File: config.mk
export PLATFORM = sky130hd
export DESIGN_NAME = morse_keying_encoder
export DESIGN_NICKNAME = d
export VERILOG_FILES = /design/src/sv/mke_pkg.sv /design/src/sv/mke_front.sv /design/src/sv/mke_queue.sv /design/src/sv/mke_back.sv /design/src/sv/morse_keying_encoder.sv
export SDC_FILE = /design/constraint.sdc
export NUM_CORES = 1
export LEC_CHECK = 0
export ABC_CLOCK_PERIOD_IN_PS = 5200
export BUFFER_PORTS_ARGS = -buffer_cell sky130_fd_sc_hd__buf_2
export CORE_ASPECT_RATIO = 0.6
export CORE_MARGIN = 2
export CORE_UTILIZATION = 35
export DETAILED_ROUTE_END_ITERATION = 6
export GPL_TIMING_DRIVEN = 0
export PLACE_DENSITY = 0.63
export SYNTH_ARGS = -nofsm -noshare
export SYNTH_HDL_FRONTEND = slang
export SYNTH_SLANG_ARGS = --single-unit
File: constraint.sdc
create_clock -name clk -period 5.2 [get_ports clk]
set_clock_uncertainty 0.05 [all_clocks]
set_input_delay 0.78 -clock clk [delete_from_list [all_inputs] [get_ports clk]]
set_output_delay 0.78 -clock clk [all_outputs]
set_load 0.01 [all_outputs]
File: src/sv/mke_pkg.sv
// Shared types, constants and the Morse pattern table for the keying encoder.
// No dependencies; every other file imports this package.
package mke_pkg;

	localparam int CHAR_W          = 8;
	localparam int DOT_W           = 16;
	localparam int DASH_W          = 3;
	localparam int DUR_W           = 19;
	localparam int DOTS_W          = 3;
	localparam int CFG_DATA_W      = 16;
	localparam int CFG_INDEX_W     = 1;
	localparam int TABLE_SYMBOLS   = 5;
	localparam int LEN_W           = $clog2(TABLE_SYMBOLS + 1);
	localparam int POS_W           = 6;
	localparam int LETTER_COUNT    = 26;
	localparam int WORD_GAP_DOTS   = 6;
	localparam int LETTER_GAP_DOTS = 2;
	localparam int QUEUE_DEPTH     = 4;
	localparam int QPTR_W          = $clog2(QUEUE_DEPTH);
	localparam int QCNT_W          = $clog2(QUEUE_DEPTH + 1);
	localparam int M_TDATA_W       = 24;

	localparam logic [DOT_W-1:0]  DOT_LENGTH_RST = 16'd100;
	localparam logic [DASH_W-1:0] DASH_DOTS_RST  = 3'd3;

	localparam logic [CFG_INDEX_W-1:0] CFG_DOT_LENGTH = 1'b0;
	localparam logic [CFG_INDEX_W-1:0] CFG_DASH_DOTS  = 1'b1;

	typedef enum logic {
		KIND_SPACE,
		KIND_CHAR
	} mke_kind_t;

	typedef struct packed {
		logic [LEN_W-1:0]         len;
		logic [TABLE_SYMBOLS-1:0] pat;   // bit j set: symbol j is a dash
	} mke_code_t;

	typedef struct packed {
		mke_kind_t kind;
		mke_code_t code;
	} mke_item_t;

	typedef struct packed {
		logic full;
		logic empty;
	} mke_qstat_t;

	function automatic mke_code_t mke_code(input logic [POS_W-1:0] pos);
		mke_code_t c;
		case (pos)
			6'd0:    c = '{3'd2, 5'b00010};
			6'd1:    c = '{3'd4, 5'b00001};
			6'd2:    c = '{3'd4, 5'b00101};
			6'd3:    c = '{3'd3, 5'b00001};
			6'd4:    c = '{3'd1, 5'b00000};
			6'd5:    c = '{3'd4, 5'b00100};
			6'd6:    c = '{3'd3, 5'b00011};
			6'd7:    c = '{3'd4, 5'b00000};
			6'd8:    c = '{3'd2, 5'b00000};
			6'd9:    c = '{3'd4, 5'b01110};
			6'd10:   c = '{3'd3, 5'b00101};
			6'd11:   c = '{3'd4, 5'b00010};
			6'd12:   c = '{3'd2, 5'b00011};
			6'd13:   c = '{3'd2, 5'b00001};
			6'd14:   c = '{3'd3, 5'b00111};
			6'd15:   c = '{3'd4, 5'b00110};
			6'd16:   c = '{3'd4, 5'b01011};
			6'd17:   c = '{3'd3, 5'b00010};
			6'd18:   c = '{3'd3, 5'b00000};
			6'd19:   c = '{3'd1, 5'b00001};
			6'd20:   c = '{3'd3, 5'b00100};
			6'd21:   c = '{3'd4, 5'b01000};
			6'd22:   c = '{3'd3, 5'b00110};
			6'd23:   c = '{3'd4, 5'b01001};
			6'd24:   c = '{3'd4, 5'b01101};
			6'd25:   c = '{3'd4, 5'b00011};
			6'd26:   c = '{3'd5, 5'b11111};
			6'd27:   c = '{3'd5, 5'b11110};
			6'd28:   c = '{3'd5, 5'b11100};
			6'd29:   c = '{3'd5, 5'b11000};
			6'd30:   c = '{3'd5, 5'b10000};
			6'd31:   c = '{3'd5, 5'b00000};
			6'd32:   c = '{3'd5, 5'b00001};
			6'd33:   c = '{3'd5, 5'b00011};
			6'd34:   c = '{3'd5, 5'b00111};
			6'd35:   c = '{3'd5, 5'b01111};
			default: c = '{3'd0, 5'b00000};
		endcase
		return c;
	endfunction

endpackage

File: src/sv/mke_front.sv
// Front end: accepts characters, classifies them and looks up the Morse pattern.
// Depends on mke_pkg; feeds mke_queue.
module mke_front (
	input  logic                      s_tvalid,
	output logic                      s_tready,
	input  logic [mke_pkg::CHAR_W-1:0] s_tdata,   // [7:0] character
	input  mke_pkg::mke_qstat_t       qstat,
	output logic                      push,
	output mke_pkg::mke_item_t        item
);
	import mke_pkg::*;

	localparam logic [CHAR_W-1:0] CHAR_SPACE = 8'h20;
	localparam logic [CHAR_W-1:0] CHAR_A     = 8'h41;
	localparam logic [CHAR_W-1:0] CHAR_Z     = 8'h5A;
	localparam logic [CHAR_W-1:0] CHAR_0     = 8'h30;
	localparam logic [CHAR_W-1:0] CHAR_9     = 8'h39;

	logic             is_space;
	logic             is_letter;
	logic             is_digit;
	logic [CHAR_W-1:0] diff;
	logic [POS_W-1:0] pos;

	always_comb begin
		is_space  = (s_tdata == CHAR_SPACE);
		is_letter = s_tdata inside {[CHAR_A:CHAR_Z]};
		is_digit  = s_tdata inside {[CHAR_0:CHAR_9]};
		diff      = is_letter ? (s_tdata - CHAR_A) : (s_tdata - CHAR_0);
		pos       = is_letter ? diff[POS_W-1:0]
		                      : diff[POS_W-1:0] + POS_W'(LETTER_COUNT);
		item.kind = is_space ? KIND_SPACE : KIND_CHAR;
		item.code = mke_code(pos);
	end

	assign s_tready = !qstat.full;
	assign push     = s_tvalid && s_tready && (is_space || is_letter || is_digit);

endmodule

File: src/sv/mke_queue.sv
// Short queue between front end and segment sequencer.
// Depends on mke_pkg.
module mke_queue (
	input  logic                clk,
	input  logic                arst_n,
	input  logic                push,
	input  mke_pkg::mke_item_t  wr_item,
	input  logic                pop,
	output mke_pkg::mke_item_t  rd_item,
	output mke_pkg::mke_qstat_t qstat
);
	import mke_pkg::*;

	mke_item_t         mem_q [QUEUE_DEPTH];
	logic [QPTR_W-1:0] wr_ptr_q;
	logic [QPTR_W-1:0] rd_ptr_q;
	logic [QCNT_W-1:0] count_q;
	logic              do_push;
	logic              do_pop;

	assign qstat.full  = (count_q == QCNT_W'(QUEUE_DEPTH));
	assign qstat.empty = (count_q == '0);
	assign do_push     = push && !qstat.full;
	assign do_pop      = pop && !qstat.empty;
	assign rd_item     = mem_q[rd_ptr_q];

	always_ff @(posedge clk) begin
		if (do_push) begin
			mem_q[wr_ptr_q] <= wr_item;
		end
	end

	always_ff @(posedge clk or negedge arst_n) begin
		if (!arst_n) begin
			wr_ptr_q <= '0;
			rd_ptr_q <= '0;
			count_q  <= '0;
		end else begin
			if (do_push) begin
				wr_ptr_q <= wr_ptr_q + 1'b1;
			end
			if (do_pop) begin
				rd_ptr_q <= rd_ptr_q + 1'b1;
			end
			case ({do_push, do_pop})
				2'b10:   count_q <= count_q + 1'b1;
				2'b01:   count_q <= count_q - 1'b1;
				default: count_q <= count_q;
			endcase
		end
	end

	a_no_overflow: assert property (@(posedge clk) disable iff (!arst_n)
		count_q <= QCNT_W'(QUEUE_DEPTH))
		else $error("queue count exceeds depth");

	a_no_pop_empty: assert property (@(posedge clk) disable iff (!arst_n)
		pop |-> !qstat.empty)
		else $error("pop from empty queue");

	a_ptr_gap: assert property (@(posedge clk) disable iff (!arst_n)
		(wr_ptr_q == rd_ptr_q) |-> (qstat.full || qstat.empty))
		else $error("queue pointers disagree with count");

endmodule

File: src/sv/mke_back.sv
// Segment sequencer: walks the queued pattern; a key segment per unstalled cycle.
// Depends on mke_pkg; reads mke_queue head and drives the output register.
module mke_back #(
	parameter int MAX_SYMBOLS = 5
) (
	input  logic                          clk,
	input  logic                          arst_n,
	input  logic                          head_valid,
	input  mke_pkg::mke_item_t            head,
	output logic                          pop,
	input  logic [mke_pkg::DOT_W-1:0]     dot_length,
	input  logic [mke_pkg::DASH_W-1:0]    dash_dots,
	output logic                          m_tvalid,
	input  logic                          m_tready,
	output logic [mke_pkg::M_TDATA_W-1:0] m_tdata,   // [0] key_on, [19:1] duration
	output logic                          m_tlast
);
	import mke_pkg::*;

	localparam int LIM   = (MAX_SYMBOLS < TABLE_SYMBOLS) ? MAX_SYMBOLS : TABLE_SYMBOLS;
	localparam int SYM_W = $clog2(LIM + 1);

	logic [SYM_W-1:0]  sym_q;
	logic              phase_q;
	logic              m_tvalid_q;
	logic              key_on_q;
	logic [DUR_W-1:0]  duration_q;
	logic              last_q;

	logic              adv;
	logic [SYM_W-1:0]  eff_len;
	logic              seg_on;
	logic [DOTS_W-1:0] seg_dots;
	logic              seg_last;
	logic [DUR_W-1:0]  seg_dur;

	always_comb begin
		adv     = head_valid && (!m_tvalid_q || m_tready);
		eff_len = (head.code.len > LEN_W'(LIM)) ? SYM_W'(LIM) : SYM_W'(head.code.len);
		if (head.kind == KIND_SPACE) begin
			seg_on   = 1'b0;
			seg_dots = DOTS_W'(WORD_GAP_DOTS);
			seg_last = 1'b1;
		end else if (sym_q < eff_len) begin
			seg_on   = phase_q;
			seg_dots = (phase_q && head.code.pat[sym_q]) ? dash_dots : DOTS_W'(1);
			seg_last = 1'b0;
		end else begin
			seg_on   = 1'b0;
			seg_dots = DOTS_W'(LETTER_GAP_DOTS);
			seg_last = 1'b1;
		end
		seg_dur = DUR_W'(dot_length) * DUR_W'(seg_dots);
		pop     = adv && seg_last;
	end

	always_ff @(posedge clk or negedge arst_n) begin
		if (!arst_n) begin
			sym_q      <= '0;
			phase_q    <= 1'b0;
			m_tvalid_q <= 1'b0;
		end else begin
			if (adv) begin
				m_tvalid_q <= 1'b1;
				if (seg_last) begin
					sym_q   <= '0;
					phase_q <= 1'b0;
				end else if (phase_q) begin
					sym_q   <= sym_q + 1'b1;
					phase_q <= 1'b0;
				end else begin
					phase_q <= 1'b1;
				end
			end else if (m_tready) begin
				m_tvalid_q <= 1'b0;
			end
		end
	end

	always_ff @(posedge clk) begin
		if (adv) begin
			key_on_q   <= seg_on;
			duration_q <= seg_dur;
			last_q     <= seg_last;
		end
	end

	assign m_tvalid = m_tvalid_q;
	assign m_tdata  = {(M_TDATA_W - DUR_W - 1)'(0), duration_q, key_on_q};
	assign m_tlast  = last_q;

	a_sym_range: assert property (@(posedge clk) disable iff (!arst_n)
		sym_q <= SYM_W'(LIM))
		else $error("symbol counter out of range");

	a_phase_in_pattern: assert property (@(posedge clk) disable iff (!arst_n)
		phase_q |-> (sym_q < SYM_W'(LIM)))
		else $error("key phase past the last symbol");

	a_pop_rewinds: assert property (@(posedge clk) disable iff (!arst_n)
		pop |=> (sym_q == '0) && !phase_q)
		else $error("sequencer not rewound after item end");

endmodule

File: src/sv/morse_keying_encoder.sv
// Top level of the Morse keying encoder: configuration registers and the
// front end, queue and segment sequencer. Depends on mke_pkg and all mke_ modules.
//
//  port group   dir  item                             accepted when
//  s_*          in   character [7:0]                  s_tvalid & s_tready
//  m_*          out  key_on [0], duration [19:1], last m_tvalid & m_tready
//  cfg_*        in   0 dot_length, 1 dash_dots        cfg_we
//
// The sequencer emits one segment per cycle while fed and not stalled: a letter or
// digit gives off/on segments per symbol plus a gap; a space one gap; others none.
// The front end takes one character per cycle while the 4-entry queue has room.
// arst_n clears the queue, sequencer and output valid; dot_length resets to 100
// and dash_dots to 3. A low m_tready with a segment waiting holds the output
// register and stalls the sequencer.
module morse_keying_encoder #(
	parameter int MAX_SYMBOLS = 5
) (
	input  logic                              clk,
	input  logic                              arst_n,
	input  logic                              s_tvalid,
	output logic                              s_tready,
	input  logic [mke_pkg::CHAR_W-1:0]        s_tdata,   // [7:0] character
	output logic                              m_tvalid,
	input  logic                              m_tready,
	output logic [mke_pkg::M_TDATA_W-1:0]     m_tdata,   // [0] key_on, [19:1] duration
	output logic                              m_tlast,
	input  logic                              cfg_we,
	input  logic [mke_pkg::CFG_INDEX_W-1:0]   cfg_index,
	input  logic [mke_pkg::CFG_DATA_W-1:0]    cfg_data
);
	import mke_pkg::*;

	logic [DOT_W-1:0]  dot_length_q;
	logic [DASH_W-1:0] dash_dots_q;
	logic              push;
	logic              pop;
	mke_item_t         wr_item;
	mke_item_t         rd_item;
	mke_qstat_t        qstat;

	always_ff @(posedge clk or negedge arst_n) begin
		if (!arst_n) begin
			dot_length_q <= DOT_LENGTH_RST;
			dash_dots_q  <= DASH_DOTS_RST;
		end else if (cfg_we) begin
			case (cfg_index)
				CFG_DOT_LENGTH: dot_length_q <= cfg_data[DOT_W-1:0];
				CFG_DASH_DOTS:  dash_dots_q  <= cfg_data[DASH_W-1:0];
				default:        dot_length_q <= dot_length_q;
			endcase
		end
	end

	mke_front u_front (
		.s_tvalid (s_tvalid),
		.s_tready (s_tready),
		.s_tdata  (s_tdata),
		.qstat    (qstat),
		.push     (push),
		.item     (wr_item)
	);

	mke_queue u_queue (
		.clk     (clk),
		.arst_n  (arst_n),
		.push    (push),
		.wr_item (wr_item),
		.pop     (pop),
		.rd_item (rd_item),
		.qstat   (qstat)
	);

	mke_back #(
		.MAX_SYMBOLS (MAX_SYMBOLS)
	) u_back (
		.clk        (clk),
		.arst_n     (arst_n),
		.head_valid (!qstat.empty),
		.head       (rd_item),
		.pop        (pop),
		.dot_length (dot_length_q),
		.dash_dots  (dash_dots_q),
		.m_tvalid   (m_tvalid),
		.m_tready   (m_tready),
		.m_tdata    (m_tdata),
		.m_tlast    (m_tlast)
	);

endmodule
==> results.md <==
- Die ar.: 17,500 um^2
- Setup crit end kind: register
- Max-slew violations: 0
- EDFF count, synth: 57
- Clock-pin slew on the worst setup and hold paths: 0.06 ns
- Placed inst area: 6290 um^2
- Worst-Skew Late Latency: 0.33 ns
- Power density of the placed cells: 596 nW/um^2
- Final setup fails: 0
- Number of DRC markers in iteration 0: 343
- Largest cells by area after synthesis: edfxtp_1 30%, dfrtp_1 11%, ha_1 8.5%
- Pre-CTS WS: -1.03 ns
- Crit-path max FO: 4
- Sink Count: 88
- Least-Margin Pin Slew: 1.06 ns
- Commonest non-fill, non-tap cells in the layout: 65 x nand2_1, 57 x edfxtp_1, 54 x buf_2
- Setup ws final: 0.169 ns
- Root Buffer: clkbuf_16
- CP required: 5.24 ns
- Placer Congestion: a little over 0.8
- Hold Vio Cnt, Final: 0
- Vias per inst: 5.14
- I/O Pins: 57
- Largest net degree at the start of global routing: 32
- Die W: about 170 um
- Ys flop type: edfxtp_1
- Worst IR Drop VDD: 261 uV
- DRC: 0
- P&R area growth vs syn: 21.1%
- Final core occ: 43.2%
- Crit-path cells: buf_8 > mux4_2 > inv_2 > buf_6 > buf_4 > buf_4 > ha_4 > o21a_4 > o41ai_4 > buf_4 > clkbuf_16 > nand2_2 > fa_1 > inv_2 > ha_4 > inv_2 > fa_2 > nor2b_2 > o31a_1 > o211ai_1 > a21oi_2 > o31ai_4 > o21ai_2 > a31o_2
- Max Cap Viol: 0
- Final wirelength: approximately 13,000 um
- WP buf/inv: 9
- Final Cell Area: 6960 um^2
- Synth unique cells: 64
- Initial antenna violation count: 0
- Area share of the largest cell type after synthesis: ~30%
- Port bufs: 51
- Vias in the first global route: 4,127
- Kind of cell adding the most delay to the critical path: compound AO/OA/AOI/OAI gates
- Overall Power: 4.15 mW
- Status: completed
- ANT cells: 0
- CTS max path bufs: 2
- Initial Util: 35.6%
- CTS tree: built
- DR WL/cell: 16.0 um
- Register Area: 2490 um^2
- Setup TNS Final: 0 ns
- Tmin final: 5.03 ns
- Post-DP HPWL: 10,000 um
- Mapped Avg Cell Area: about 11 um^2
- Worst slew margin: 29.0%
- Post-synth top area cell: edfxtp_1
- Max incr delay on CP: 0.53 ns
- Register area share after synthesis: a little over two fifths
- Layout cells sized above 1: 27.8%
- DIE HEIGHT: 103 um
- CORE AREA: about 16,000 um^2
- Setup repair after global routing missed its margin: false
- First-pass GRT wire length: 21,500 um
- Total track usage: 15.8%
- Final period utilization: 96.8%
- # fillers: 1,502
- # H-tree levels: 3
- Area of the multi-input gates: roughly 3200 um^2
- Kind of critical path: register to register
- Yosys warning count: 0
- Cell area after synthesis: 5750 um^2
- Drt pass-1 iters: 5
- # nets final: ~710
- Fmax: 0.199 GHz
- Leak: 2.99 nW
- GRT overflow: 0
- Vias: 4,292
- Num CTS Buffers: 9
- Arr. time, crit path: between 5 and 6 ns
- Crit path launch type: register
- Post-synth ARST share: roughly a third
- #FFs+latches synth: 88
- Most common cell after layout, fill and taps aside: nand2_1
- Final ANT Viol Nets: 0
- Max stage delay cell, worst path: mux4_2
- Cells after synthesis: 532
- Rows: 36
- Tightest Hold Check Type: primary input to asynchronous set/reset pin
==> worst paths after layout <==
| kind | depth (start not counted) | slack [ns] | start | end |
|---|---|---|---|---|
| setup reg to reg | 24 | 0.17 | u_queue.rd_ptr_q[0] | u_back.duration_q[18] |
| hold reg to reg | 1 | 0.46 | u_queue.count_q[2] | u_queue.count_q[2] |
| min in group clk | 1 | 0.46 | u_queue.count_q[2] | u_queue.count_q[2] |
| hold / removal | 1 | 0.45 | arst_n | dot_length_q[1] |
| setup / recovery | 24 | 0.17 | u_queue.rd_ptr_q[0] | u_back.duration_q[18] |
| max in group asynchronous | 1 | 4.13 | arst_n | u_queue.rd_ptr_q[1] |
==> cells by family (layout without fill, tap and decap cells) <==
| group | Yosys count | count (layout) | synth area share [%] |
|---|---|---|---|
| AO/OA/AOI/OAI | 100 | 100 | 11.9 |
| XOR/XNOR | 24 | 24 | 3.66 |
| adder cells (fa/ha/maj) | 55 | 55 | 14.1 |
| buffers and inverters | 71 | 162 | 5.16 |
| flip-flops | 88 | 88 | 43.4 |
| multiplexers | 35 | 35 | 8.51 |
| other | 1 | 4 | 0.0653 |
| AND/OR/NAND/NOR | 158 | 158 | 13.2 |
==> cells in the mapped netlist (10+ instances only) <==
library cell   n
a21oi_1       25
o21ai_0       14
nand2_1       67
inv_1         51
dfrtp_1       26
fa_1          16
nor3_1        10
nor2_1        18
and2_1        12
mux2_2        21
xnor2_1       18
ha_1          39
nand3_1       15
edfxtp_1      57
==> stage by stage <==
stage | hold WS [ns] | cells
2_1_floorplan | 0.414 | 535
3_3_place_gp | 0.433 | 795
3_5_place_dp | 0.444 | 795
4_1_cts | 0.454 | 825
5_1_grt | 0.474 | 835
6_report | 0.452 | 835
==> timing repair <==
action | 4_1_cts | 5_1_grt
setup endpoints to repair | 11 | 7
pin swaps | 12 | 21
setup buffers | 15 | 13
endpoints found under the hold margin | 0 | 0
hold buffers | 0 | 0
resized for setup | 30 | 23
==> metal layers <==
| metal | vias up | GRT usage [%] | routed length, um |
|---|---|---|---|
| met3 | 5 | 3.58 | 850 |
| met4 | 0 | 2.96 | 61 |
| met1 | 2102 | 25.9 | 7220 |
| li1 | 2064 | - | - |
| met5 | - | 0 | 0 |
| met2 | 121 | 20.6 | 5210 |
==> sequential cells by signal, indices dropped and copies added (netlist names) <==
register,cells
u_back.phase_q,1
u_back.duration_q,19
u_back.m_tlast,1
u_queue.rd_ptr_q,2
dash_dots_q,3
dot_length_q,16
u_back.m_tvalid,1
u_back.sym_q,3
u_queue.count_q,3
u_queue.wr_ptr_q,2
u_back.key_on_q,1
u_queue.mem_q,36
==> power by group <==
part	switching (mW)	internal [mW]	leakage [nW]	total [mW]
clock	0.258	0.319	0.130	0.578
combinational	1.33	1.11	1.96	2.44
sequential	0.0978	1.03	0.900	1.13
total	1.69	2.46	2.99	4.15
==> final cells by class <==
class | instances | area share (%)
Buffer | 16 | 1.82
Clock buffer | 11 | 3.34
Clock inverter | 5 | 0.341
Inverter | 52 | 2.80
Multi-Input combinational cell | 376 | 45.3
Sequential cell | 88 | 35.8
Tap cell | 209 | 3.76
Timing Repair Buffer | 78 | 6.79
Power figures use the tool's default switching activity.
